### src/rtl/core/asw_pkg.sv
// Shared types, codes and widths of the ARQ send window.
`timescale 1ns / 1ps

package asw_pkg;

   // Default window size, in sequence slots.
   localparam int WINDOW_SLOTS_DEF = 16;

   // Fixed field widths of the request and response transfers.
   localparam int CMD_W    = 2;
   localparam int STATUS_W = 2;
   localparam int COS_W    = 8;
   localparam int LEN_W    = 16;
   localparam int SEQ_W    = 4;

   // Command codes of a request transfer.
   typedef enum logic [CMD_W-1:0] {
      CMD_PUT   = 2'd0,
      CMD_POLL  = 2'd1,
      CMD_ACK   = 2'd2,
      CMD_START = 2'd3
   } cmd_type;

   // Status codes of a response transfer.
   typedef enum logic [STATUS_W-1:0] {
      ST_OK      = 2'd0,
      ST_FULL    = 2'd1,
      ST_BAD_SEQ = 2'd2,
      ST_EMPTY   = 2'd3
   } status_type;

   // Write request from the control logic to the slot memories.
   typedef struct packed {
      logic             meta_we;
      logic             offset_we;
      logic [COS_W-1:0] cos;
      logic [LEN_W-1:0] length;
      logic [LEN_W-1:0] offset;
   } slot_wr_type;

endpackage

### src/rtl/core/asw_slot_mem.sv
// Slot memories of the send window: class and length, and the send offset.
`timescale 1ns / 1ps

module asw_slot_mem
   import asw_pkg::*;
#(
   parameter int DEPTH  = WINDOW_SLOTS_DEF,
   parameter int ADDR_W = $clog2(WINDOW_SLOTS_DEF)
) (
   input  logic              clock,
   input  slot_wr_type       wr,
   input  logic [ADDR_W-1:0] wr_addr,
   input  logic [ADDR_W-1:0] rd_addr,
   output logic [COS_W-1:0]  rd_cos,
   output logic [LEN_W-1:0]  rd_length,
   output logic [LEN_W-1:0]  rd_offset
);

   logic [COS_W+LEN_W-1:0] meta_mem [DEPTH];
   logic [LEN_W-1:0]       off_mem  [DEPTH];

   logic [COS_W+LEN_W-1:0] meta_rd_ff;
   logic [LEN_W-1:0]       off_rd_ff;

   // Class and length are written once per put; the offset also by each poll.
   always_ff @(posedge clock) begin
      if (wr.meta_we) begin
         meta_mem[wr_addr] <= {wr.cos, wr.length};
      end
      if (wr.offset_we) begin
         off_mem[wr_addr] <= wr.offset;
      end
      meta_rd_ff <= meta_mem[rd_addr];
      off_rd_ff  <= off_mem[rd_addr];
   end

   assign rd_cos    = meta_rd_ff[COS_W+LEN_W-1:LEN_W];
   assign rd_length = meta_rd_ff[LEN_W-1:0];
   assign rd_offset = off_rd_ff;

endmodule

### src/rtl/core/arq_send_window_unit.sv
// Top level of the selective-repeat send window with fragmenting send polls.
//
//   Port group   Direction  Transfer
//   start/req_*  in         command: accepted when start is high and busy is low
//   rsp_*        out        one response per command, rsp_valid high for one cycle
//
// Put and set-start: the response is registered in the put or start state.
// Send poll: a wait state for the registered read of the slot memories, then the
// execute state registers the response. Ack: an ack outside the window answers
// from the check state, as a put does; a valid ack marks its slot, then the ack
// pointer slides over the acked flags, one slot per cycle, before it answers.
// busy is low again in the cycle the response strobes, so the next command may
// be accepted then. Synchronous reset empties the window and sets all pointers
// to zero. The receiver of responses cannot stall the block.
`timescale 1ns / 1ps

module arq_send_window_unit
   import asw_pkg::*;
#(
   parameter int WINDOW_SLOTS = WINDOW_SLOTS_DEF
) (
   input  logic                clock,
   input  logic                reset,
   input  logic                start,
   output logic                busy,
   input  logic [CMD_W-1:0]    req_cmd,
   input  logic [COS_W-1:0]    req_cos,
   input  logic [LEN_W-1:0]    req_payload_len,
   input  logic [LEN_W-1:0]    req_avail_bytes,
   input  logic [SEQ_W-1:0]    req_seq_arg,
   output logic                rsp_valid,
   output logic [STATUS_W-1:0] rsp_status,
   output logic [SEQ_W-1:0]    rsp_seq,
   output logic [COS_W-1:0]    rsp_out_cos,
   output logic                rsp_is_first,
   output logic                rsp_is_last,
   output logic [LEN_W-1:0]    rsp_frag_len,
   output logic [LEN_W-1:0]    rsp_frag_offset,
   output logic [LEN_W-1:0]    rsp_avail_left
);

   localparam int PTR_W  = $clog2(WINDOW_SLOTS);
   localparam int CNT_W  = PTR_W + 1;
   localparam int FREE_W = $clog2(WINDOW_SLOTS + 1);

   typedef enum logic [2:0] {
      S_IDLE,
      S_PUT,
      S_POLL_RD,
      S_POLL_EXEC,
      S_ACK_CHECK,
      S_ACK_SLIDE,
      S_START
   } state_type;

   state_type               state_ff, state_in;
   logic [COS_W-1:0]        cos_ff, cos_in;
   logic [LEN_W-1:0]        len_ff, len_in;
   logic [LEN_W-1:0]        avail_ff, avail_in;
   logic [SEQ_W-1:0]        arg_ff, arg_in;
   logic [PTR_W-1:0]        put_ptr_ff, put_ptr_in;
   logic [PTR_W-1:0]        send_ptr_ff, send_ptr_in;
   logic [PTR_W-1:0]        ack_ptr_ff, ack_ptr_in;
   logic [FREE_W-1:0]       free_ff, free_in;
   logic [WINDOW_SLOTS-1:0] valid_ff, valid_in;
   logic [WINDOW_SLOTS-1:0] acked_ff, acked_in;
   logic                    rsp_valid_ff, rsp_valid_in;
   status_type              rsp_status_ff, rsp_status_in;
   logic [SEQ_W-1:0]        rsp_seq_ff, rsp_seq_in;
   logic [COS_W-1:0]        rsp_cos_ff, rsp_cos_in;
   logic                    rsp_first_ff, rsp_first_in;
   logic                    rsp_last_ff, rsp_last_in;
   logic [LEN_W-1:0]        rsp_flen_ff, rsp_flen_in;
   logic [LEN_W-1:0]        rsp_foff_ff, rsp_foff_in;
   logic [LEN_W-1:0]        rsp_left_ff, rsp_left_in;

   slot_wr_type             slot_wr;
   logic [PTR_W-1:0]        slot_wr_addr;
   logic [COS_W-1:0]        slot_cos;
   logic [LEN_W-1:0]        slot_length;
   logic [LEN_W-1:0]        slot_offset;

   logic [LEN_W-1:0]        remaining;
   logic                    fits;
   logic [PTR_W-1:0]        arg_ptr;
   logic                    arg_in_range;
   logic [CNT_W-1:0]        span;
   logic [CNT_W-1:0]        arg_gap;
   logic [SEQ_W-1:0]        start_pos;

   // Slot memories, always read at the send pointer.
   asw_slot_mem #(
      .DEPTH  (WINDOW_SLOTS),
      .ADDR_W (PTR_W)
   ) u_slot_mem (
      .clock     (clock),
      .wr        (slot_wr),
      .wr_addr   (slot_wr_addr),
      .rd_addr   (send_ptr_ff),
      .rd_cos    (slot_cos),
      .rd_length (slot_length),
      .rd_offset (slot_offset)
   );

   // Next pointer around the circular sequence space.
   function automatic logic [PTR_W-1:0] wrap_next(input logic [PTR_W-1:0] p);
      logic [PTR_W-1:0] r;
      if (32'(p) == WINDOW_SLOTS - 1) begin
         r = '0;
      end else begin
         r = p + PTR_W'(1);
      end
      return r;
   endfunction

   // Fragment arithmetic of a send poll.
   assign remaining = slot_length - slot_offset;
   assign fits      = (remaining <= avail_ff);

   // Ack window test: the sequence must lie from the ack pointer up to, but not including, the send pointer.
   assign arg_ptr      = PTR_W'(arg_ff);
   assign arg_in_range = (32'(arg_ff) < WINDOW_SLOTS);
   assign span = (send_ptr_ff >= ack_ptr_ff)
               ? CNT_W'(send_ptr_ff) - CNT_W'(ack_ptr_ff)
               : CNT_W'(send_ptr_ff) + CNT_W'(WINDOW_SLOTS) - CNT_W'(ack_ptr_ff);
   assign arg_gap = (arg_ptr >= ack_ptr_ff)
                  ? CNT_W'(arg_ptr) - CNT_W'(ack_ptr_ff)
                  : CNT_W'(arg_ptr) + CNT_W'(WINDOW_SLOTS) - CNT_W'(ack_ptr_ff);

   // New start position wrapped into the window; the argument is at most four bits.
   always_comb begin
      start_pos = arg_ff;
      for (int i = 0; i < 8; i++) begin
         if (32'(start_pos) >= WINDOW_SLOTS) begin
            start_pos = start_pos - SEQ_W'(WINDOW_SLOTS);
         end
      end
   end

   // Command sequencer: next state, window bookkeeping and the response.
   always_comb begin
      state_in      = state_ff;
      cos_in        = cos_ff;
      len_in        = len_ff;
      avail_in      = avail_ff;
      arg_in        = arg_ff;
      put_ptr_in    = put_ptr_ff;
      send_ptr_in   = send_ptr_ff;
      ack_ptr_in    = ack_ptr_ff;
      free_in       = free_ff;
      valid_in      = valid_ff;
      acked_in      = acked_ff;
      rsp_valid_in  = 1'b0;
      rsp_status_in = ST_OK;
      rsp_seq_in    = '0;
      rsp_cos_in    = '0;
      rsp_first_in  = 1'b0;
      rsp_last_in   = 1'b0;
      rsp_flen_in   = '0;
      rsp_foff_in   = '0;
      rsp_left_in   = '0;
      slot_wr       = '0;
      slot_wr_addr  = put_ptr_ff;

      case (state_ff)
         S_IDLE: begin
            if (start) begin
               cos_in   = req_cos;
               len_in   = req_payload_len;
               avail_in = req_avail_bytes;
               arg_in   = req_seq_arg;
               case (cmd_type'(req_cmd))
                  CMD_PUT:   state_in = S_PUT;
                  CMD_POLL:  state_in = S_POLL_RD;
                  CMD_ACK:   state_in = S_ACK_CHECK;
                  CMD_START: state_in = S_START;
                  default:   state_in = S_IDLE;
               endcase
            end
         end

         S_PUT: begin
            rsp_valid_in = 1'b1;
            state_in     = S_IDLE;
            if (free_ff == '0) begin
               rsp_status_in = ST_FULL;
            end else begin
               slot_wr.meta_we      = 1'b1;
               slot_wr.offset_we    = 1'b1;
               slot_wr.cos          = cos_ff;
               slot_wr.length       = len_ff;
               slot_wr.offset       = '0;
               valid_in[put_ptr_ff] = 1'b1;
               acked_in[put_ptr_ff] = 1'b0;
               rsp_seq_in           = SEQ_W'(put_ptr_ff);
               put_ptr_in           = wrap_next(put_ptr_ff);
               free_in              = free_ff - FREE_W'(1);
            end
         end

         // Wait state for the registered read at the send pointer.
         S_POLL_RD: begin
            state_in = S_POLL_EXEC;
         end

         S_POLL_EXEC: begin
            rsp_valid_in = 1'b1;
            state_in     = S_IDLE;
            slot_wr_addr = send_ptr_ff;
            if (!valid_ff[send_ptr_ff] || 32'(free_ff) >= WINDOW_SLOTS) begin
               rsp_status_in = ST_EMPTY;
            end else begin
               rsp_seq_in        = SEQ_W'(send_ptr_ff);
               rsp_cos_in        = slot_cos;
               rsp_first_in      = (slot_offset == '0);
               slot_wr.offset_we = 1'b1;
               if (fits) begin
                  // The rest of the item goes out as the last fragment.
                  slot_wr.offset = slot_length;
                  rsp_last_in    = 1'b1;
                  rsp_flen_in    = remaining;
                  rsp_foff_in    = slot_length;
                  rsp_left_in    = avail_ff - remaining;
                  send_ptr_in    = wrap_next(send_ptr_ff);
                  free_in        = free_ff + FREE_W'(1);
               end else begin
                  slot_wr.offset = slot_offset + avail_ff;
                  rsp_flen_in    = avail_ff;
                  rsp_foff_in    = slot_offset + avail_ff;
               end
            end
         end

         S_ACK_CHECK: begin
            if (!arg_in_range || arg_gap >= span) begin
               rsp_valid_in  = 1'b1;
               rsp_status_in = ST_BAD_SEQ;
               state_in      = S_IDLE;
            end else begin
               acked_in[arg_ptr] = 1'b1;
               state_in          = S_ACK_SLIDE;
            end
         end

         // Retire acknowledged slots one per cycle, never past the send pointer.
         S_ACK_SLIDE: begin
            if (ack_ptr_ff != send_ptr_ff && acked_ff[ack_ptr_ff]) begin
               valid_in[ack_ptr_ff] = 1'b0;
               acked_in[ack_ptr_ff] = 1'b0;
               ack_ptr_in           = wrap_next(ack_ptr_ff);
            end else begin
               rsp_valid_in = 1'b1;
               state_in     = S_IDLE;
            end
         end

         S_START: begin
            put_ptr_in   = PTR_W'(start_pos);
            send_ptr_in  = PTR_W'(start_pos);
            ack_ptr_in   = PTR_W'(start_pos);
            rsp_valid_in = 1'b1;
            state_in     = S_IDLE;
         end

         default: begin
            state_in = S_IDLE;
         end
      endcase
   end

   // State, window registers and the registered response.
   always_ff @(posedge clock) begin
      if (reset) begin
         state_ff      <= S_IDLE;
         cos_ff        <= '0;
         len_ff        <= '0;
         avail_ff      <= '0;
         arg_ff        <= '0;
         put_ptr_ff    <= '0;
         send_ptr_ff   <= '0;
         ack_ptr_ff    <= '0;
         free_ff       <= FREE_W'(WINDOW_SLOTS);
         valid_ff      <= '0;
         acked_ff      <= '0;
         rsp_valid_ff  <= 1'b0;
         rsp_status_ff <= ST_OK;
         rsp_seq_ff    <= '0;
         rsp_cos_ff    <= '0;
         rsp_first_ff  <= 1'b0;
         rsp_last_ff   <= 1'b0;
         rsp_flen_ff   <= '0;
         rsp_foff_ff   <= '0;
         rsp_left_ff   <= '0;
      end else begin
         state_ff      <= state_in;
         cos_ff        <= cos_in;
         len_ff        <= len_in;
         avail_ff      <= avail_in;
         arg_ff        <= arg_in;
         put_ptr_ff    <= put_ptr_in;
         send_ptr_ff   <= send_ptr_in;
         ack_ptr_ff    <= ack_ptr_in;
         free_ff       <= free_in;
         valid_ff      <= valid_in;
         acked_ff      <= acked_in;
         rsp_valid_ff  <= rsp_valid_in;
         rsp_status_ff <= rsp_status_in;
         rsp_seq_ff    <= rsp_seq_in;
         rsp_cos_ff    <= rsp_cos_in;
         rsp_first_ff  <= rsp_first_in;
         rsp_last_ff   <= rsp_last_in;
         rsp_flen_ff   <= rsp_flen_in;
         rsp_foff_ff   <= rsp_foff_in;
         rsp_left_ff   <= rsp_left_in;
      end
   end

   assign busy            = (state_ff != S_IDLE);
   assign rsp_valid       = rsp_valid_ff;
   assign rsp_status      = rsp_status_ff;
   assign rsp_seq         = rsp_seq_ff;
   assign rsp_out_cos     = rsp_cos_ff;
   assign rsp_is_first    = rsp_first_ff;
   assign rsp_is_last     = rsp_last_ff;
   assign rsp_frag_len    = rsp_flen_ff;
   assign rsp_frag_offset = rsp_foff_ff;
   assign rsp_avail_left  = rsp_left_ff;

   // A response only ever follows a cycle in which a command was in progress.
   a_rsp_after_busy: assert property (@(posedge clock) disable iff (reset)
      rsp_valid |-> $past(busy))
      else $error("response without a command in progress");

   // The count of free slots never exceeds the window size.
   a_free_bound: assert property (@(posedge clock) disable iff (reset)
      32'(free_ff) <= WINDOW_SLOTS)
      else $error("free slot count above window size");

   // An accepted command keeps the block busy and no response in the next cycle.
   a_accept_busy: assert property (@(posedge clock) disable iff (reset)
      (start && !busy) |=> (busy && !rsp_valid))
      else $error("command accepted without taking the block busy");

   // A full report only when no slot was free.
   a_full_status: assert property (@(posedge clock) disable iff (reset)
      (rsp_valid && rsp_status == ST_FULL) |-> ($past(free_ff) == '0))
      else $error("window full reported with free slots");

   // The ack slide ends as soon as it reaches the send pointer.
   a_slide_stop: assert property (@(posedge clock) disable iff (reset)
      (state_ff == S_ACK_SLIDE && ack_ptr_ff == send_ptr_ff) |=> rsp_valid)
      else $error("ack slide ran past the send pointer");

endmodule
### config.mk
export PLATFORM = sky130hd
export DESIGN_NAME = arq_send_window_unit
export DESIGN_NICKNAME = d
export VERILOG_FILES = /design/src/rtl/core/asw_pkg.sv /design/src/rtl/core/asw_slot_mem.sv /design/src/rtl/core/arq_send_window_unit.sv
export SDC_FILE = /design/constraint.sdc
export NUM_CORES = 1
export LEC_CHECK = 0
export ABC_AREA = 0
export BUFFER_PORTS_ARGS = -buffer_cell sky130_fd_sc_hd__clkbuf_2
export CORE_ASPECT_RATIO = 2
export CORE_MARGIN = 2
export CORE_UTILIZATION = 56
export DETAILED_ROUTE_END_ITERATION = 12
export GPL_TIMING_DRIVEN = 0
export PLACE_DENSITY = 0.87
export SYNTH_ARGS = -nofsm -noshare
export SYNTH_HDL_FRONTEND = slang
export SYNTH_SLANG_ARGS = --single-unit
### constraint.sdc
create_clock -name clock -period 4.22 [get_ports clock]
set_input_delay 0.211 -clock clock [delete_from_list [all_inputs] [get_ports clock]]
set_output_delay 0.211 -clock clock [all_outputs]
set_load 0.02 [all_outputs]
==> flow_summary.toml, run 1 <==
[yosys]
syn_area_per_cell_um2 = 16.1
synthesis.nets = 2258
ys_ff_latch = 841
synth-edff-count = 640
synth_area_mm2 = 0.0344
synth_top_area_share_pct = 55.9
ys_types = 72
synth_common_cells = "640 x edfxtp_1, 210 x mux4_2, 201 x dfxtp_1"
synthTopCellsByArea = "edfxtp_1 56%, mux4_2 14%, dfxtp_1 12%"
seq_area_frac_synth_pct = 67.6
yosysTopAreaCell = "edfxtp_1"
syn_inst = 2134
ys_warn_count = 0
async_flop_share_pct = 0
ys.flop_type = "edfxtp_1"
yosysMostFrequentCell = "edfxtp_1"

[timing]
finalSetupTns_ns = -256.01
setup_violations = 335
tightest_slew_ns = 1.54
rsz0062_at_grt = "yes"
layout_setup_ws_ns = -0.964
layout_min_cycle_time_ns = 5.18
hold_viol = 0
drv_slew = 22
clock-skew-final_ns = 0.0301
fmax_mhz = 193
min_period_over_period_pct = 123
slew_headroom_pct = -2.92

[clocking]
clock_path_buffers = 3
cts_sinks = 841
clk_latency_ns = 0.65
cts-root-buf = "clkbuf_16"
clkTransAtPathRegs_ns = 0.07
h-tree-depth = 3
cts_buffers = 68
cts_tree = "yes"

[drt]
drt_wl_total_mm = 115
initialDrtViolationCount = 3594
vias = 22900
routedWlPerCell_um = 34.6
first_pass_iters = 12
via_per_inst = 6.92
drc = 0
ant_nets = 0

[floorplan]
die-height_um = 354
die_x_um = 179
ioPinCount = 115
coreArea_mm2 = 0.0609
design.die.area_mm2 = 0.0635
initial_core_util_pct = 56.5
fp-row-count = 128

[worst_setup_path]
cp.required_ns = 4.61
critPathMaxFanout = 8
crit_path_end_kind = "register"
critical_path_arrival_ns = 5.57
crit_type = "reg2reg"
crit_path_start_kind = "register"
worst_r2r_endpoint = "u_slot_mem.off_mem[12][5]"
startpoint = "u_slot_mem.rd_offset[4]"
worstRegToRegCells = 19
rrSetupSlack_ns = -0.96
r2r_start = "u_slot_mem.rd_offset[4]"

[placement]
gp_congestion = 0.992
portBuffers = 114
place_hpwl_mm = 69.5
dp_slack_ns = -1.62
place_area_mm2 = 0.0366

[grt]
grt_util_all_layers_pct = 36.0
overflow = 0
antenna_found_initial = 11
grt_pass1_vias = 23400
grt_max_degree = 25
grt_pass1_wl_mm = 159

[min_path]
hold_path_class = "in2reg"
min_to = "state_ff[2]"
hold_start = "req_cmd[1]"
whs_path_depth = 5

[power_and_ir_drop]
power_density_mw_per_mm2 = 423
peakVddDrop_uv = 315
power_leakage_nw = 13.8

[job]
maxCapViolCount = 2

[final_layout]
final_cell_area_mm2 = 0.0412
nets = 2592
area_growth_pct = 19.9
drive_gt1_share_pct = 27.9
nFillCells = 3648

[run_status]
violations = "capacitance limit, slew limit, setup timing"
status = "complete, but fails checks"
[registers in the layout, indices dropped and copies added (netlist names), 2 cells and up]
name                   cells
rsp_out_cos                8
arg_ff                     4
cos_ff                     8
rsp_avail_left            16
free_ff                    5
u_slot_mem.meta_mem      384
send_ptr_ff                4
acked_ff                  16
state_ff                   3
rsp_status                 2
len_ff                    16
rsp_seq                    4
u_slot_mem.off_mem       256
u_slot_mem.meta_rd_ff     24
put_ptr_ff                 4
u_slot_mem.rd_offset      16
valid_ff                  16
rsp_frag_offset           16
avail_ff                  16
ack_ptr_ff                 4
rsp_frag_len              16
[routing by layer]
metal / wire [um] / vias to the layer above / global-route usage [%]
met5: 323 / - / 4.01
met2: 56400 / 2015 / 59.4
met3: 12500 / 794 / 12.4
met1: 32700 / 11100 / 35.2
met4: 12700 / 16 / 30.5
li1: - / 8933 / -
[worst max-delay path by stage]
stage	slack (ns)	end
floorplan	-0.08	u_slot_mem.off_mem[0][10]
CTS	-0.23	u_slot_mem.off_mem[12][4]
finish	-0.96	u_slot_mem.off_mem[12][5]
global route	-1.02	u_slot_mem.off_mem[12][5]
detailed placement	-1.62	u_slot_mem.off_mem[12][5]
global placement	-1.47	u_slot_mem.off_mem[0][5]
[where the power goes]
part	internal, mW	switching [mW]	leakage [nW]
registers	8.91	0.129	7.56
logic	0.731	1.05	5.11
clock network	3.54	3.05	1.10
total	13.2	4.23	13.8
[logic make-up (layout without fill, tap and decap cells)]
group | count (synthesis) | count (layout) | synth area share [%]
compound gates | 287 | 287 | 5.26
flops | 841 | 841 | 67.6
other cells | 0 | 9 | 0
fa+ha+maj | 80 | 80 | 3.01
xor+xnor | 44 | 44 | 1.12
simple gates | 467 | 467 | 6.23
buf+inv | 168 | 556 | 1.93
mux | 247 | 247 | 14.8
[metrics by stage]
stage / hold slack, ns / power, mW / std cells / utilization, %
after floorplan: 0.347 / 9.97 / 2134 / -
after detailed placement: 0.422 / 10.4 / 3053 / 60.2
final: 0.0390 / 17.4 / 3311 / 67.7
after global placement: 0.414 / 10.3 / 3028 / 59.1
after global routing: 0.0551 / 17.8 / 3306 / 67.7
after CTS: 0.0178 / 17.1 / 3279 / 66.7
[layout make-up]
type | instances | area (um^2) | area share (%)
inverter | 62 | 233 | 0.565
sequential | 841 | 23300 | 56.5
timing repair buffer | 266 | 2650 | 6.42
clock buffer | 93 | 1910 | 4.63
clock inverter | 31 | 349 | 0.847
tap | 780 | 976 | 2.37
antenna | 9 | 22.5 | 0.0546
buffer | 104 | 482 | 1.17
multi-input combinational | 1125 | 11300 | 27.5
[critical path: stages, from the launching register on]
cell	delay, ns
dfxtp_2	0.50
inv_1	0.08
ha_1	0.46
nand4b_1	0.62
a31oi_2	0.47
o21ai_2	0.12
buf_4	0.15
nand2_1	0.05
nand2_1	0.06
a21o_1	0.20
ha_1	0.34
and3_1	0.20
and3_1	0.19
o31ai_2	0.18
o21ai_4	0.26
buf_6	0.16
buf_12	0.19
mux2i_4	0.31
nor2_4	0.12
buf_12	0.23
[placed cells by master (no fill, tap or decap), types with 12 or more instances in the layout]
| cell type | n |
|---|---|
| buf_1 | 18 |
| o22ai_1 | 12 |
| edfxtp_1 | 640 |
| buf_12 | 22 |
| inv_1 | 58 |
| mux4_2 | 210 |
| a21o_1 | 20 |
| a211oi_1 | 23 |
| o21ai_0 | 34 |
| and2_1 | 48 |
| a21oi_1 | 108 |
| nor2_1 | 95 |
| mux2i_1 | 16 |
| nand2_1 | 148 |
| buf_16 | 17 |
| dfxtp_1 | 189 |
| nand3_1 | 20 |
| nand4_1 | 12 |
| dlygate4sd3_1 | 46 |
| buf_6 | 16 |
| nor2_2 | 22 |
| clkbuf_1 | 89 |
| ha_1 | 65 |
| buf_4 | 39 |
| nor3_1 | 13 |
| clkbuf_2 | 115 |
| nor2_4 | 37 |
| clkbuf_16 | 76 |
| xnor2_1 | 23 |
| buf_8 | 13 |
| mux2i_4 | 17 |
| xor2_1 | 19 |
[repair_timing]
item	in CTS	in global routing
hold endpoints to repair	45	0
buffers inserted	51	21
gates cloned	6	5
pin swaps	21	30
gates resized for setup	120	79
setup endpoints to repair	561	382
hold buffers	46	0
(Power assumes the default switching activity.)
==> inputs of run 2 (changes only) <==
SKIP_CTS_REPAIR_TIMING = 1   (was not set)
==> flow_summary.toml, run 2 (same netlist as run 1, synthesis figures left out) <==
[run_status]
status = "complete, but fails checks"
violations = "hold timing, capacitance limit, slew limit, setup timing"

[worst_setup_path]
critPathMaxFanout = 8
crit_path_end_kind = "register"
worst_r2r_endpoint = "u_slot_mem.off_mem[2][5]"
worstRegToRegCells = 19
critical_path_arrival_ns = 5.72
cp.required_ns = 4.75
crit_path_start_kind = "register"
crit_type = "reg2reg"
r2r_start = "u_slot_mem.rd_offset[2]"
rrSetupSlack_ns = -0.98

[timing]
hold_viol = 1
fmax_mhz = 192
min_period_over_period_pct = 123
slew_headroom_pct = -20.1
layout_min_cycle_time_ns = 5.20
holdWs_ns = -0.0331
drv_slew = 13
rsz0062_at_grt = "yes"
tightest_slew_ns = 1.79
clock-skew-final_ns = 0.0316
finalSetupTns_ns = -282.17
setup_violations = 572
layout_setup_ws_ns = -0.976

[clocking]
clock_path_buffers = 3
cts-root-buf = "clkbuf_16"
cts_tree = "yes"
cts_buffers = 68
h-tree-depth = 3
cts_sinks = 841
clkTransAtPathRegs_ns = 0.08
clk_latency_ns = 0.66

[final_layout]
final_common_cell = "edfxtp_1"
largest_reg_flops = 384
nFillCells = 3808
mostFrequentLayoutCells = "640 x edfxtp_1, 210 x mux4_2, 194 x dfxtp_1"
fin_cells = 3273
nets = 2556
largest_register = "u_slot_mem.meta_mem"
area_growth_pct = 17.8
top_regs = "u_slot_mem.meta_mem (384), u_slot_mem.off_mem (256), u_slot_mem.meta_rd_ff (24)"
drive_gt1_share_pct = 25.5

[floorplan]
fp-row-count = 128
die-height_um = 354
ioPinCount = 115
initial_core_util_pct = 56.5
design.die.area_mm2 = 0.0635
coreArea_mm2 = 0.0609
die_x_um = 179

[grt]
use_met3_pct = 7.89
grt_pass1_vias = 22300
grt_pass1_wl_mm = 146
gr-usage-met2_pct = 56.4
grt_util_all_layers_pct = 32.9
overflow = 0
grt_max_degree = 25
top_usage_layer = "met2"
grtUsageMet1_pct = 33.0
antenna_found_initial = 10

[min_path]
hold_path_class = "in2reg"
hold_start = "start"
min_to = "state_ff[1]"
whs_path_depth = 3

[drt]
routedWlPerCell_um = 34.6
drc = 0
ant_nets = 0
initialDrtViolationCount = 3478
drt_wl_total_mm = 113
via_per_inst = 6.90
first_pass_iters = 9
vias = 22600

[placement]
placedCellCount = 3053
gp_congestion = 0.992
portBuffers = 114
place_hpwl_mm = 69.5

[power_and_ir_drop]
peakVddDrop_uv = 334
finalPower_mw = 17.3
power_leakage_nw = 13.5
power_density_mw_per_mm2 = 427

[job]
maxCapViolCount = 2
-- run 2: area by class of cell --
type / count / area (um^2) / area share, %
diodes: 7 / 17.5 / 0.0432
plain buffers: 106 / 478 / 1.18
clock buffers: 93 / 1910 / 4.71
clock inverters: 31 / 349 / 0.862
inverters: 62 / 233 / 0.575
multi-input cells: 1125 / 11100 / 27.4
flip-flops and latches: 841 / 23300 / 57.4
well taps: 780 / 976 / 2.41
repair buffers: 228 / 2170 / 5.37
-- run 2: worst max-delay path by stage --
stage,startpoint,endpoint,slack (ns),depth (start not counted)
after CTS,u_slot_mem.rd_offset[0],u_slot_mem.off_mem[12][5],-1.66,18
after detailed placement,u_slot_mem.rd_offset[0],u_slot_mem.off_mem[12][5],-1.62,18
final,u_slot_mem.rd_offset[2],u_slot_mem.off_mem[2][5],-0.98,19
after global routing,u_slot_mem.rd_offset[0],u_slot_mem.off_mem[1][15],-0.97,20
after floorplan,u_slot_mem.rd_offset[0],u_slot_mem.off_mem[0][10],-0.08,18
after global placement,u_slot_mem.rd_offset[0],u_slot_mem.off_mem[0][5],-1.47,18
-- run 2: power by group --
part           total [mW]  leakage [nW]  switching [mW]  internal, mW
registers            9.03          7.56           0.122          8.91
clock network        6.65          1.10            3.11          3.54
logic                1.60          4.83           0.971         0.633
total                17.3          13.5            4.20          13.1
-- run 2: through the flow --
step	cell area (um^2)	setup slack (ns)	util [%]
after floorplan	34400	-0.0837	-
after global placement	35900	-1.47	59.1
after detailed placement	36600	-1.62	60.2
after CTS	38900	-1.66	63.9
after global routing	40500	-0.970	66.6
final	40500	-0.976	66.6
-- run 2: layer usage --
metal  up-vias  share of wire [%]
met5         -               0.42
met4        18                 11
met3       731                 11
met2      2024                 50
met1     11000                 28
li1       8855                  -
-- run 2: critical path, stage by stage (launching register included) --
cell	delay, ns
dfxtp_1	0.47
inv_1	0.09
ha_1	0.40
a21oi_2	0.09
nand4b_1	0.65
a31oi_1	0.53
o21ai_2	0.12
a21oi_1	0.18
o21a_1	0.18
o21ai_0	0.11
o31ai_1	0.11
ha_1	0.36
a21o_1	0.21
a21oi_4	0.26
o21ai_2	0.12
buf_6	0.17
buf_12	0.16
mux2i_4	0.20
nor2_4	0.40
clkbuf_16	0.25
